--- src/sv/c402dss_pkg.sv ---
package c402dss_pkg;

  // Power state of the drive as decoded from its status word.
  typedef enum logic [3:0] {
    ST_START              = 4'd0,
    ST_NOT_READY          = 4'd1,
    ST_SWITCH_ON_DISABLED = 4'd2,
    ST_READY              = 4'd3,
    ST_SWITCHED_ON        = 4'd4,
    ST_OP_ENABLED         = 4'd5,
    ST_QUICK_STOP         = 4'd6,
    ST_FAULT_REACTION     = 4'd7,
    ST_FAULT              = 4'd8,
    ST_UNDEFINED          = 4'd9
  } drive_state_e;

  // Configuration register indexes.
  localparam int unsigned CFG_IDX_W = 2;
  typedef enum logic [CFG_IDX_W-1:0] {
    CFG_AUTO_TRANSITIONS     = 2'd0,
    CFG_AUTO_FAULT_CLEAR     = 2'd1,
    CFG_RESET_REQUEST_ENABLE = 2'd2
  } cfg_idx_e;

  // Status word masks and patterns.
  localparam logic [15:0] SW_MASK_A        = 16'h004F;
  localparam logic [15:0] SW_MASK_B        = 16'h006F;
  localparam logic [15:0] SW_NOT_READY     = 16'h0000;
  localparam logic [15:0] SW_SWITCH_ON_DIS = 16'h0040;
  localparam logic [15:0] SW_READY         = 16'h0021;
  localparam logic [15:0] SW_SWITCHED_ON   = 16'h0023;
  localparam logic [15:0] SW_OP_ENABLED    = 16'h0027;
  localparam logic [15:0] SW_QUICK_STOP    = 16'h0007;
  localparam logic [15:0] SW_FAULT_REACT   = 16'h000F;
  localparam logic [15:0] SW_FAULT         = 16'h0008;

  // Control word keep masks and forced bits for each rewriting state.
  localparam logic [15:0] CW_KEEP_SHUTDOWN  = 16'h007E;
  localparam logic [15:0] CW_SET_SHUTDOWN   = 16'h0006;
  localparam logic [15:0] CW_KEEP_SWITCH_ON = 16'h0077;
  localparam logic [15:0] CW_SET_SWITCH_ON  = 16'h0007;
  localparam logic [15:0] CW_KEEP_ENABLE    = 16'h007F;
  localparam logic [15:0] CW_SET_ENABLE     = 16'h000F;
  localparam logic [15:0] CW_KEEP_FAULT_RST = 16'h00FF;
  localparam logic [15:0] CW_SET_FAULT_RST  = 16'h0080;

  typedef struct packed {
    logic auto_transitions;
    logic auto_fault_clear;
    logic reset_request_enable;
  } cfg_t;

  typedef struct packed {
    logic [15:0] status_in;
    logic [15:0] command_word_in;
    logic        reset_request;
    logic        link_operational;
  } item_t;

  typedef struct packed {
    drive_state_e state;
    logic [15:0]  prev_status;
    logic         request_seen;
    logic         reset_pending;
  } seq_state_t;

  typedef struct packed {
    logic [15:0]  command_word_out;
    drive_state_e drive_state;
    logic         state_changed;
    logic         drive_ready;
  } result_t;

endpackage

--- src/sv/c402dss_in_if.sv ---
interface c402dss_in_if;
  logic        valid;
  logic        ready;
  logic [15:0] status_in;
  logic [15:0] command_word_in;
  logic        reset_request;
  logic        link_operational;

  modport source (
    output valid, status_in, command_word_in, reset_request, link_operational,
    input  ready
  );
  modport sink (
    input  valid, status_in, command_word_in, reset_request, link_operational,
    output ready
  );
endinterface

--- src/sv/c402dss_out_if.sv ---
interface c402dss_out_if;
  logic        valid;
  logic        ready;
  logic [15:0] command_word_out;
  logic [3:0]  drive_state;
  logic        state_changed;
  logic        drive_ready;

  modport source (
    output valid, command_word_out, drive_state, state_changed, drive_ready,
    input  ready
  );
  modport sink (
    input  valid, command_word_out, drive_state, state_changed, drive_ready,
    output ready
  );
endinterface

--- src/sv/c402dss_step.sv ---
// One fieldbus cycle of the sequencer: request edge detection, control word
// rewrite from the stored state, and status word decode.
module c402dss_step (
  input  c402dss_pkg::cfg_t       cfg_i,
  input  c402dss_pkg::seq_state_t state_i,
  input  c402dss_pkg::item_t      item_i,
  output c402dss_pkg::seq_state_t state_o,
  output c402dss_pkg::result_t    result_o
);

  function automatic c402dss_pkg::drive_state_e decode_status(input logic [15:0] sw);
    logic [15:0] a;
    logic [15:0] b;
    a = sw & c402dss_pkg::SW_MASK_A;
    b = sw & c402dss_pkg::SW_MASK_B;
    if (a == c402dss_pkg::SW_NOT_READY)          return c402dss_pkg::ST_NOT_READY;
    else if (a == c402dss_pkg::SW_SWITCH_ON_DIS) return c402dss_pkg::ST_SWITCH_ON_DISABLED;
    else if (b == c402dss_pkg::SW_READY)         return c402dss_pkg::ST_READY;
    else if (b == c402dss_pkg::SW_SWITCHED_ON)   return c402dss_pkg::ST_SWITCHED_ON;
    else if (b == c402dss_pkg::SW_OP_ENABLED)    return c402dss_pkg::ST_OP_ENABLED;
    else if (b == c402dss_pkg::SW_QUICK_STOP)    return c402dss_pkg::ST_QUICK_STOP;
    else if (a == c402dss_pkg::SW_FAULT_REACT)   return c402dss_pkg::ST_FAULT_REACTION;
    else if (a == c402dss_pkg::SW_FAULT)         return c402dss_pkg::ST_FAULT;
    else                                         return c402dss_pkg::ST_UNDEFINED;
  endfunction

  logic                       seen;
  logic                       pending;
  logic [15:0]                cw;
  c402dss_pkg::drive_state_e  next_state;

  // Reset request edge detection and control word rewrite.
  always_comb begin
    seen    = state_i.request_seen;
    pending = state_i.reset_pending;
    cw      = item_i.command_word_in;
    if (item_i.link_operational && cfg_i.reset_request_enable) begin
      if (!item_i.reset_request) begin
        seen = 1'b0;
      end else if (!seen) begin
        seen    = 1'b1;
        pending = 1'b1;
      end
    end
    if (item_i.link_operational && cfg_i.auto_transitions) begin
      unique case (state_i.state) inside
        c402dss_pkg::ST_SWITCH_ON_DISABLED: begin
          cw = (cw & c402dss_pkg::CW_KEEP_SHUTDOWN) | c402dss_pkg::CW_SET_SHUTDOWN;
        end
        c402dss_pkg::ST_READY: begin
          cw = (cw & c402dss_pkg::CW_KEEP_SWITCH_ON) | c402dss_pkg::CW_SET_SWITCH_ON;
        end
        c402dss_pkg::ST_SWITCHED_ON, c402dss_pkg::ST_QUICK_STOP: begin
          cw = (cw & c402dss_pkg::CW_KEEP_ENABLE) | c402dss_pkg::CW_SET_ENABLE;
        end
        c402dss_pkg::ST_FAULT: begin
          // A fault reset consumes the pending request.
          if (cfg_i.auto_fault_clear || pending) begin
            pending = 1'b0;
            cw      = (cw & c402dss_pkg::CW_KEEP_FAULT_RST) | c402dss_pkg::CW_SET_FAULT_RST;
          end
        end
        default: begin
        end
      endcase
    end
  end

  // Decode only when the status word has moved; otherwise hold the state.
  always_comb begin
    if (item_i.status_in != state_i.prev_status) begin
      next_state = decode_status(item_i.status_in);
    end else begin
      next_state = state_i.state;
    end
  end

  // The stored state is also the previous cycle's state.
  always_comb begin
    state_o.state          = next_state;
    state_o.prev_status    = item_i.status_in;
    state_o.request_seen   = seen;
    state_o.reset_pending  = pending;
    result_o.command_word_out = cw;
    result_o.drive_state      = next_state;
    result_o.state_changed    = (next_state != state_i.state);
    result_o.drive_ready      = (next_state == c402dss_pkg::ST_OP_ENABLED) &&
                                (state_i.state == c402dss_pkg::ST_OP_ENABLED);
  end

endmodule

--- src/sv/cia402_drive_state_sequencer_top.sv ---
// CiA402 drive state sequencer. Each input transaction is one fieldbus cycle;
// one transaction is taken per clock while the result register is free, and
// each yields exactly one result transaction through the input register and
// the result register around the single decode and rewrite pass. The sequencer
// state (decoded drive state, last status word, reset request edge and pending
// fault reset) is updated as each item leaves the input register, so items
// follow one another without gaps. Configuration writes take effect on the
// next clock edge and are expected only while no transaction is in flight.
module cia402_drive_state_sequencer_top (
  input  logic                                clk_i,
  input  logic                                rst_ni,
  input  logic                                cfg_we_i,
  input  logic [c402dss_pkg::CFG_IDX_W-1:0]   cfg_idx_i,
  input  logic                                cfg_data_i,
  c402dss_in_if.sink                          in_i,
  c402dss_out_if.source                       out_o
);

  c402dss_pkg::cfg_t       cfg_q, cfg_d;
  c402dss_pkg::item_t      item_q;
  logic                    item_vld_q;
  c402dss_pkg::seq_state_t seq_q, seq_d;
  c402dss_pkg::result_t    res_q, res_d;
  logic                    out_vld_q;
  logic                    advance;
  logic                    fire;
  logic                    in_fire;

  // Configuration register writes.
  always_comb begin
    cfg_d = cfg_q;
    if (cfg_we_i) begin
      unique case (c402dss_pkg::cfg_idx_e'(cfg_idx_i))
        c402dss_pkg::CFG_AUTO_TRANSITIONS:     cfg_d.auto_transitions     = cfg_data_i;
        c402dss_pkg::CFG_AUTO_FAULT_CLEAR:     cfg_d.auto_fault_clear     = cfg_data_i;
        c402dss_pkg::CFG_RESET_REQUEST_ENABLE: cfg_d.reset_request_enable = cfg_data_i;
        default: begin
        end
      endcase
    end
  end

  always_ff @(posedge clk_i or negedge rst_ni) begin
    if (!rst_ni) begin
      cfg_q <= '0;
    end else begin
      cfg_q <= cfg_d;
    end
  end

  // Handshake: the result register frees whenever it is empty or taken.
  assign advance    = !out_vld_q || out_o.ready;
  assign fire       = item_vld_q && advance;
  assign in_i.ready = !item_vld_q || advance;
  assign in_fire    = in_i.valid && in_i.ready;

  // Input register.
  always_ff @(posedge clk_i or negedge rst_ni) begin
    if (!rst_ni) begin
      item_vld_q <= 1'b0;
    end else if (in_i.ready) begin
      item_vld_q <= in_i.valid;
    end
  end

  always_ff @(posedge clk_i) begin
    if (in_fire) begin
      item_q.status_in        <= in_i.status_in;
      item_q.command_word_in  <= in_i.command_word_in;
      item_q.reset_request    <= in_i.reset_request;
      item_q.link_operational <= in_i.link_operational;
    end
  end

  c402dss_step u_step (
    .cfg_i    (cfg_q),
    .state_i  (seq_q),
    .item_i   (item_q),
    .state_o  (seq_d),
    .result_o (res_d)
  );

  // Sequencer state moves on as an item is processed.
  always_ff @(posedge clk_i or negedge rst_ni) begin
    if (!rst_ni) begin
      seq_q.state         <= c402dss_pkg::ST_START;
      seq_q.prev_status   <= '0;
      seq_q.request_seen  <= 1'b0;
      seq_q.reset_pending <= 1'b0;
    end else if (fire) begin
      seq_q <= seq_d;
    end
  end

  // Result register.
  always_ff @(posedge clk_i or negedge rst_ni) begin
    if (!rst_ni) begin
      out_vld_q <= 1'b0;
    end else if (advance) begin
      out_vld_q <= item_vld_q;
    end
  end

  always_ff @(posedge clk_i) begin
    if (fire) begin
      res_q <= res_d;
    end
  end

  assign out_o.valid            = out_vld_q;
  assign out_o.command_word_out = res_q.command_word_out;
  assign out_o.drive_state      = 4'(res_q.drive_state);
  assign out_o.state_changed    = res_q.state_changed;
  assign out_o.drive_ready      = res_q.drive_ready;

  // Ready is only reported while operation enabled is the decoded state.
  a_ready_in_op: assert property (@(posedge clk_i) disable iff (!rst_ni)
    out_vld_q && res_q.drive_ready |-> res_q.drive_state == c402dss_pkg::ST_OP_ENABLED)
    else $error("drive_ready outside operation enabled");

  // A fault reset issued from the fault state leaves nothing pending.
  a_reset_consumed: assert property (@(posedge clk_i) disable iff (!rst_ni)
    fire && item_q.link_operational && cfg_q.auto_transitions &&
    seq_q.state == c402dss_pkg::ST_FAULT |=> !seq_q.reset_pending)
    else $error("pending fault reset not consumed");

  // An unchanged status word holds the decoded state.
  a_hold_state: assert property (@(posedge clk_i) disable iff (!rst_ni)
    fire && item_q.status_in == seq_q.prev_status |=> seq_q.state == $past(seq_q.state))
    else $error("state moved on an unchanged status word");

  // With the link down the control word passes unchanged.
  a_passthrough: assert property (@(posedge clk_i) disable iff (!rst_ni)
    fire && !item_q.link_operational |=>
      res_q.command_word_out == $past(item_q.command_word_in))
    else $error("control word rewritten while link is down");

endmodule

--- src/flat_wrapper.sv ---
// flat-port wrapper written by rule: the top's interface ports become plain ports
module cia402_drive_state_sequencer_top_flat 
  (clk_i, rst_ni, cfg_we_i, cfg_idx_i, cfg_data_i, in_i_valid, in_i_status_in, in_i_command_word_in, in_i_reset_request, in_i_link_operational, in_i_ready, out_o_valid, out_o_command_word_out, out_o_drive_state, out_o_state_changed, out_o_drive_ready, out_o_ready);
  c402dss_in_if in_i_i ();
  c402dss_out_if out_o_i ();
  input  logic clk_i;
  input  logic rst_ni;
  input  logic cfg_we_i;
  input  logic [c402dss_pkg::CFG_IDX_W-1:0] cfg_idx_i;
  input  logic cfg_data_i;
  input wire logic [$bits(in_i_i.valid)-1:0] in_i_valid;
  input wire logic [$bits(in_i_i.status_in)-1:0] in_i_status_in;
  input wire logic [$bits(in_i_i.command_word_in)-1:0] in_i_command_word_in;
  input wire logic [$bits(in_i_i.reset_request)-1:0] in_i_reset_request;
  input wire logic [$bits(in_i_i.link_operational)-1:0] in_i_link_operational;
  output wire logic [$bits(in_i_i.ready)-1:0] in_i_ready;
  output wire logic [$bits(out_o_i.valid)-1:0] out_o_valid;
  output wire logic [$bits(out_o_i.command_word_out)-1:0] out_o_command_word_out;
  output wire logic [$bits(out_o_i.drive_state)-1:0] out_o_drive_state;
  output wire logic [$bits(out_o_i.state_changed)-1:0] out_o_state_changed;
  output wire logic [$bits(out_o_i.drive_ready)-1:0] out_o_drive_ready;
  input wire logic [$bits(out_o_i.ready)-1:0] out_o_ready;
  assign in_i_i.valid = in_i_valid;
  assign in_i_i.status_in = in_i_status_in;
  assign in_i_i.command_word_in = in_i_command_word_in;
  assign in_i_i.reset_request = in_i_reset_request;
  assign in_i_i.link_operational = in_i_link_operational;
  assign in_i_ready = in_i_i.ready;
  assign out_o_valid = out_o_i.valid;
  assign out_o_command_word_out = out_o_i.command_word_out;
  assign out_o_drive_state = out_o_i.drive_state;
  assign out_o_state_changed = out_o_i.state_changed;
  assign out_o_drive_ready = out_o_i.drive_ready;
  assign out_o_i.ready = out_o_ready;
  cia402_drive_state_sequencer_top u_core (.clk_i(clk_i), .rst_ni(rst_ni), .cfg_we_i(cfg_we_i), .cfg_idx_i(cfg_idx_i), .cfg_data_i(cfg_data_i), .in_i(in_i_i), .out_o(out_o_i));
endmodule
--- config.mk ---
export PLATFORM = sky130hd
export DESIGN_NAME = cia402_drive_state_sequencer_top_flat
export DESIGN_NICKNAME = d
export VERILOG_FILES = /design/src/sv/c402dss_pkg.sv /design/src/sv/c402dss_in_if.sv /design/src/sv/c402dss_out_if.sv /design/src/sv/c402dss_step.sv /design/src/sv/cia402_drive_state_sequencer_top.sv /design/src/flat_wrapper.sv
export SDC_FILE = /design/constraint.sdc
export NUM_CORES = 1
export LEC_CHECK = 0
export BUFFER_PORTS_ARGS = -buffer_cell sky130_fd_sc_hd__buf_4
export CAP_MARGIN = 30
export CORE_UTILIZATION = 45
export CTS_CLUSTER_SIZE = 30
export DETAILED_ROUTE_END_ITERATION = 8
export GPL_TIMING_DRIVEN = 0
export PLACE_DENSITY = 0.75
export SYNTH_ARGS = -nofsm -noshare
export SYNTH_HDL_FRONTEND = slang
export SYNTH_SLANG_ARGS = --single-unit
--- constraint.sdc ---
create_clock -name clk_i -period 3.05 [get_ports clk_i]
set_input_delay 0.1525 -clock clk_i [delete_from_list [all_inputs] [get_ports clk_i]]
set_output_delay 0.1525 -clock clk_i [all_outputs]
set_load 0.05 [all_outputs]
==> impl_metrics.csv, run 1 <==
group,metric,value,unit
critical_path,crit_path_end_kind,"flop",
power_and_ir_drop,ir_worst_vdd,0.3931,mV
placed_design,place.port_buffers,65,
clock_network,postCtsSetupRepairBufs,0,
floorplan,rows,31,
route,ant_nets,0,
placed_design,placed_area,4049,sq um
synthesis,avgSynthCellArea,13.26,sq um
route,top_layer,"met4",
synthesis,async_flop_share,32.53,%
synthesis,ys_ff_latch,83,
sta,timing.final.hold_violations,0,
route,via_per_inst,4.827,
sta,tightest_slew,0.8063,ns
synthesis,yosysSeqAreaShare,68.63,%
clock_network,cts-buffers-inserted,9,
synthesis,synth_edf_count,56,
floorplan,pin_count,66,
sta,fin_crit,2.124,ns
synthesis,synth.distinct_cells,39,
route,routed_wl,6.291,mm
critical_path,path_class,"flop to flop",
route,detail_route.wl_per_cell,13.24,um
layout,design_area,4634,sq um
global_route,grt_antenna_before_repair,0,
route,dr_wl_met2,3.262,mm
critical_path,critPathLaunchType,"flop",
clock_network,root_buffer,"clkbuf_8",
clock_network,clkTransAtPathRegs,0.08,ns
placed_design,finalWeightedCongestion,0.7633,
synthesis,synth-warning-count,0,
sta,rsz0062_at_grt,"no",
sta,relSlewSlack,46.25,%
layout,layout-drive-gt1-share,27.39,%
global_route,grt_pass1_wl,10.34,mm
floorplan,core_area,7331,sq um
placed_design,dp_hpwl,4.075,mm
global_route,grt_overflow,0,
sta,fin_skew,0.008121,ns
critical_path,required,3.16,ns
sta,post-route-period-util,69.63,%
clock_network,h-tree-depth,3,
route,drt_iter0_drc,125,
hold_path,hold_path_class,"primary input to flop",
critical_path,arrival,2.24,ns
clock_network,postCtsHoldBufs,36,
clock_network,clockBufferDepth,2,
global_route,track_usage,17.73,%
layout,n_antenna_cell,0,
sta,fmax,470.9,MHz
outcome,status,"finished, final reports clean",
route,wl_met1,2.694,mm
clock_network,clk_latency,0.36,ns
synthesis,postSynthNetCount,301,
job,drv_cap,0,
power_and_ir_drop,powerDensity,593.5,nW/um^2
global_route,first_global_vias,2293,
floorplan,die_h,89.37,um
sta,slew_violations,0,
power_and_ir_drop,leakagePower,1.928,nW
floorplan,start_util,46.85,%
synthesis,synthFlopType,"edfxtp_1",
floorplan,die_area,7986,sq um
sta,setup_tns,0,ns
floorplan,die_w,89.37,um
sta,setup_violations,0,
clock_network,ctsResizeCount,0,
route,remaining_drc_errors,0,
layout,area_growth,34.94,%
critical_path,cp_max_fo,10,
route,firstDrtPassIters,4,
global_route,grt_max_degree,35,
clock_network,cts_tree,"yes",
synthesis,netlist_instances,259,
route,met3_length,188,um
route,vias,2293,
layout,nets,413,
synthesis,syn_area,3435,sq um
clock_network,cts_sinks,83,
[final cells by class]
type / instances / area, sq um
sequential: 83 / 2357
fill: 547 / 2696
inverter: 5 / 18.77
tap: 99 / 123.9
clock buffer: 9 / 123.9
timing repair buffer: 101 / 848.3
multi-input combinational: 160 / 967.2
buffer: 11 / 93.84
clock inverter: 7 / 101.3
[sequential cells by signal, indices dropped and copies added, names as in the netlist]
name	flops
u_core.cfg_q	3
u_core.item_q	34
u_core.item_vld_q	1
u_core.out_o.command_word_out	16
u_core.out_o.drive_ready	1
u_core.out_o.drive_state	4
u_core.out_o.state_changed	1
u_core.out_o.valid	1
u_core.seq_q	22
[per-stage QoR]
stage / utilization (%) / instances / worst slack [ns] / power, W / hold WS [ns]
after detailed placement: 55.23 / 423 / 0.9355 / 0.001866 / 0.08039
after global placement: 55.20 / 423 / 0.4203 / 0.001848 / 0.07956
after floorplan: - / 259 / 0.6214 / 0.001718 / -0.1431
final: 63.22 / 475 / 0.9262 / 0.002751 / 0.04019
after global routing: 63.22 / 475 / 0.8141 / 0.002876 / 0.03090
after CTS: 63.22 / 475 / 0.9206 / 0.002773 / 0.03008
[power by group]
| group | leakage, nW | switching [W] | internal (W) | total, W |
|---|---|---|---|---|
| logic | 0.956 | 0.000265 | 0.000205 | 0.000470 |
| registers | 0.861 | 0.0000675 | 0.00134 | 0.00141 |
| clock network | 0.111 | 0.000407 | 0.000467 | 0.000874 |
| total | 1.93 | 0.000740 | 0.00201 | 0.00275 |
[cell usage in the layout, fill, tap and decap left out, types with 2 or more instances in the layout]
master,netlist,final
nor4_1,4,4
xor2_1,18,18
mux2_2,8,8
dfrtp_1,27,27
or2_2,3,3
clkinv_4,0,2
o31a_1,2,2
buf_6,6,6
or4_1,2,2
and2_1,10,9
dlygate4sd3_1,0,36
bufinv_16,0,2
nand3_1,3,3
xnor2_1,2,2
nand3b_1,2,2
clkbuf_8,0,9
clkbuf_1,4,3
inv_1,5,5
buf_4,0,65
o21ai_0,8,8
a31oi_1,2,2
nor2_1,7,7
nand2_1,54,54
o311ai_0,2,2
a21oi_1,10,10
nand4_1,2,2
edfxtp_1,56,56
nand2b_1,6,6
[kinds of logic after synthesis]
kind of cell,share of synthesized area [%]
AOI/OAI and AO/OA,5.756
xor gates and xnor gates,5.100
buffers and inverters,3.242
DFF,68.63
muxes,2.623
and+or+nand+nor,14.64
[synth_stat cells (4+ instances only)]
master / number / area, sq um
clkbuf_1: 4 / 15.01
edfxtp_1: 56 / 1682
xor2_1: 18 / 157.7
dfrtp_1: 27 / 675.7
mux2_2: 8 / 90.09
nand2_1: 54 / 202.7
and2_1: 10 / 62.56
inv_1: 5 / 18.77
nor2_1: 7 / 26.28
nor4_1: 4 / 25.02
o21ai_0: 8 / 40.04
nand2b_1: 6 / 37.54
a21oi_1: 10 / 50.05
buf_6: 6 / 67.56
[worst max-delay path, cell delays in order (launching register included)]
cell	delay [ns]
edfxtp_1	0.40
buf_6	0.16
or4b_1	0.50
o311ai_0	0.12
o21ai_1	0.23
xnor2_1	0.18
o31a_1	0.28
[path summary, 6_finish.rpt]
path	to	from	cells past startpoint	slack [ns]
setup / recovery	u_core.out_o.state_changed$_DFFE_PP_	u_core.item_q[19]$_DFFE_PP_	6	0.93
hold / removal	u_core.cfg_q[1]$_DFFE_PN0P_	cfg_data_i	2	0.04
setup reg to reg	u_core.out_o.state_changed$_DFFE_PP_	u_core.item_q[19]$_DFFE_PP_	6	0.93
hold reg to reg	u_core.out_o.command_word_out[5]$_DFFE_PP_	u_core.item_q[7]$_DFFE_PP_	0	0.42
max in group asynchronous	u_core.seq_q[2]$_DFFE_PN0P_	rst_ni	2	2.56
min in group asynchronous	u_core.seq_q[4]$_DFFE_PN0P_	rst_ni	2	0.24
[layer usage]
metal | GRT usage, % | vias up
met5 | 0 | -
met4 | 8.947 | 0
met3 | 4.247 | 11
met2 | 29.56 | 58
met1 | 21.62 | 1083
li1 | - | 1141
(Power assumes the default switching activity.)
==> inputs of run 2 (changes only) <==
==> constraint.sdc (replaced) <==
create_clock -name clk_i -period 2.1 [get_ports clk_i]
set_input_delay 0.105 -clock clk_i [delete_from_list [all_inputs] [get_ports clk_i]]
set_output_delay 0.105 -clock clk_i [all_outputs]
set_load 0.05 [all_outputs]
==> run 2 against run 1 <==
Clock skew about the same. Die area unchanged. Sequential power increased by 45%. Worst setup slack got worse by 0.86 ns. Core utilization increased by 1.7 points. Critical path type unchanged. Highest routed layer unchanged.
==> impl_metrics.csv, run 2 (same netlist as run 1, synthesis figures left out) <==
group,metric,value,unit
sta,setup_violations,0,
global_route,gr-usage-met2,28.94,%
critical_path,regToRegEndpoint,"u_core.out_o.state_changed$_DFFE_PP_",
global_route,grt_max_degree,35,
clock_network,clkTransAtPathRegs,0.09,ns
sta,slew_violations,0,
hold_path,hold_start,"out_o_ready",
hold_path,hold_path_depth,3,
placed_design,place.port_buffers,65,
critical_path,arrival,2.14,ns
power_and_ir_drop,ir_worst_vdd,0.5920,mV
critical_path,cp_max_fo,6,
critical_path,critPathLaunchType,"flop",
critical_path,cpPeakStageDelay,0.54,ns
global_route,use_met1,21.45,%
critical_path,path_cells,"buf_6 -> or4b_1 -> o311ai_2 -> o21ai_2 -> xnor2_1 -> o31a_1",
placed_design,finalWeightedCongestion,0.7518,
critical_path,r2r_cells,6,
critical_path,critical_path_buf_inv_count,1,
floorplan,die_area,7986,sq um
floorplan,start_util,46.85,%
clock_network,clockBufferDepth,2,
floorplan,pin_count,66,
sta,timing.final.hold_violations,0,
clock_network,cts_tree,"yes",
critical_path,path_class,"flop to flop",
sta,rsz0062_at_grt,"no",
layout,area_growth,38.62,%
layout,layout-drive-gt1-share,29.77,%
floorplan,core_area,7331,sq um
placed_design,dp_hpwl,4.015,mm
sta,fin_skew,0.007662,ns
route,remaining_drc_errors,0,
sta,post-route-period-util,96.63,%
hold_path,hold_path_class,"primary input to flop",
global_route,busiest_layer,"met2",
clock_network,h-tree-depth,3,
placed_design,placed_area,4049,sq um
critical_path,required,2.21,ns
clock_network,root_buffer,"clkbuf_8",
power_and_ir_drop,powerDensity,870.8,nW/um^2
sta,relSlewSlack,46.19,%
route,ant_nets,0,
sta,fmax,492.8,MHz
route,drt_iter0_drc,172,
clock_network,cts_sinks,83,
sta,tightest_slew,0.8072,ns
critical_path,crit_family,"simple AND/OR/NAND/NOR gates",
power_and_ir_drop,leakagePower,1.976,nW
layout,largest_reg_flops,34,
floorplan,die_w,89.37,um
outcome,status,"finished, final reports clean",
global_route,first_global_vias,2183,
global_route,track_usage,17.26,%
global_route,grt_antenna_before_repair,0,
layout,layout_commonest_cell,"buf_4",
critical_path,cpMaxStageDelayCell,"or4b_1",
sta,setup_tns,0,ns
global_route,grt_pass1_wl,10.06,mm
job,drv_cap,0,
layout,design_area,4761,sq um
layout,n_antenna_cell,0,
route,routed_wl,6.380,mm
global_route,grt_overflow,0,
route,detail_route.wl_per_cell,13.24,um
critical_path,crit_path_end_kind,"flop",
global_route,globalRouteMet3Util,4.617,%
critical_path,r2r_slack,0.07,ns
layout,nets,420,
critical_path,r2r-start,"u_core.item_q[19]$_DFFE_PP_",
route,vias,2336,
layout,fillers,509,
hold_path,holdPathEnd,"u_core.out_o.valid$_DFFE_PN0P_",
route,via_per_inst,4.846,
layout,top_register,"u_core.item_q",
route,firstDrtPassIters,4,
floorplan,rows,31,
sta,fin_crit,2.029,ns
clock_network,clk_latency,0.35,ns
layout,layout_common_cells,"buf_4 (70), edfxtp_1 (56), nand2_1 (54)",
floorplan,die_h,89.37,um
clock_network,cts-buffers-inserted,9,
## run 2: repair_timing
| action | CTS | global route |
|---|---|---|
| hold buffers | 37 | 0 |
| gates cloned | 0 | 0 |
| endpoints found under the hold margin | 65 | 0 |
| pin swaps | 0 | 4 |
| endpoints found under the setup margin | 23 | 2 |
| buffers inserted | 1 | 5 |
| resized for setup | 4 | 6 |
## run 2: worst max path at each step
stage / from / endpoint / slack [ns] / cells past startpoint
floorplan: u_core.out_o.valid$_DFFE_PN0P_ / u_core.item_q[0]$_DFFE_PP_ / 0.004 / 2
global placement: u_core.item_q[19]$_DFFE_PP_ / u_core.out_o.state_changed$_DFFE_PP_ / 0.03 / 6
detailed placement: u_core.item_q[19]$_DFFE_PP_ / u_core.out_o.state_changed$_DFFE_PP_ / -0.04 / 6
CTS: u_core.item_q[19]$_DFFE_PP_ / u_core.out_o.state_changed$_DFFE_PP_ / 0.01 / 6
global route: u_core.item_q[21]$_DFFE_PP_ / u_core.out_o.drive_ready$_DFFE_PP_ / 0.02 / 6
finish: u_core.item_q[19]$_DFFE_PP_ / u_core.out_o.state_changed$_DFFE_PP_ / 0.07 / 6
## run 2: report_power, final
part           switching, W  leakage (nW)  internal, W
logic              0.000407         0.999     0.000311
clock network      0.000586         0.116     0.000797
registers          0.000100         0.861      0.00194
## run 2: metrics by stage
step	instances	total power, W	utilization, %	setup slack [ns]	hold WS, ns
after floorplan	259	0.002495	-	0.003763	-0.1906
after detailed placement	423	0.002715	55.23	-0.04269	0.03849
final	482	0.004146	64.94	0.07083	0.03310
after CTS	477	0.004162	64.00	0.01054	0.01641
after global placement	423	0.002681	55.23	0.02891	0.03285
after global routing	482	0.004328	64.94	0.01888	0.04351
## run 2: cell type report
type	instances	area [sq um]	area share [%]
Inverter	5	18.77	0.3942
Timing Repair Buffer	108	900.9	18.92
Clock buffer	9	123.9	2.602
Tap cell	99	123.9	2.602
Sequential cell	83	2357	49.51
Clock inverter	7	122.6	2.576
Buffer	11	96.34	2.024
Multi-Input combinational cell	160	1017	21.37
## run 2: worst reg2reg max path, cell delays in order (launching register included)
cell and delay (ns):
edfxtp_1 0.42, buf_6 0.16, or4b_1 0.54, o311ai_2 0.13, o21ai_2 0.12, xnor2_1 0.14
o31a_1 0.28
## run 2: metal layers
metal,wire (um),vias to the layer above,part of all wire (%)
li1,-,1152,-
met1,2747,1116,43
met2,3303,55,52
met3,219,13,3.4
met4,110,0,1.7
met5,0,-,0
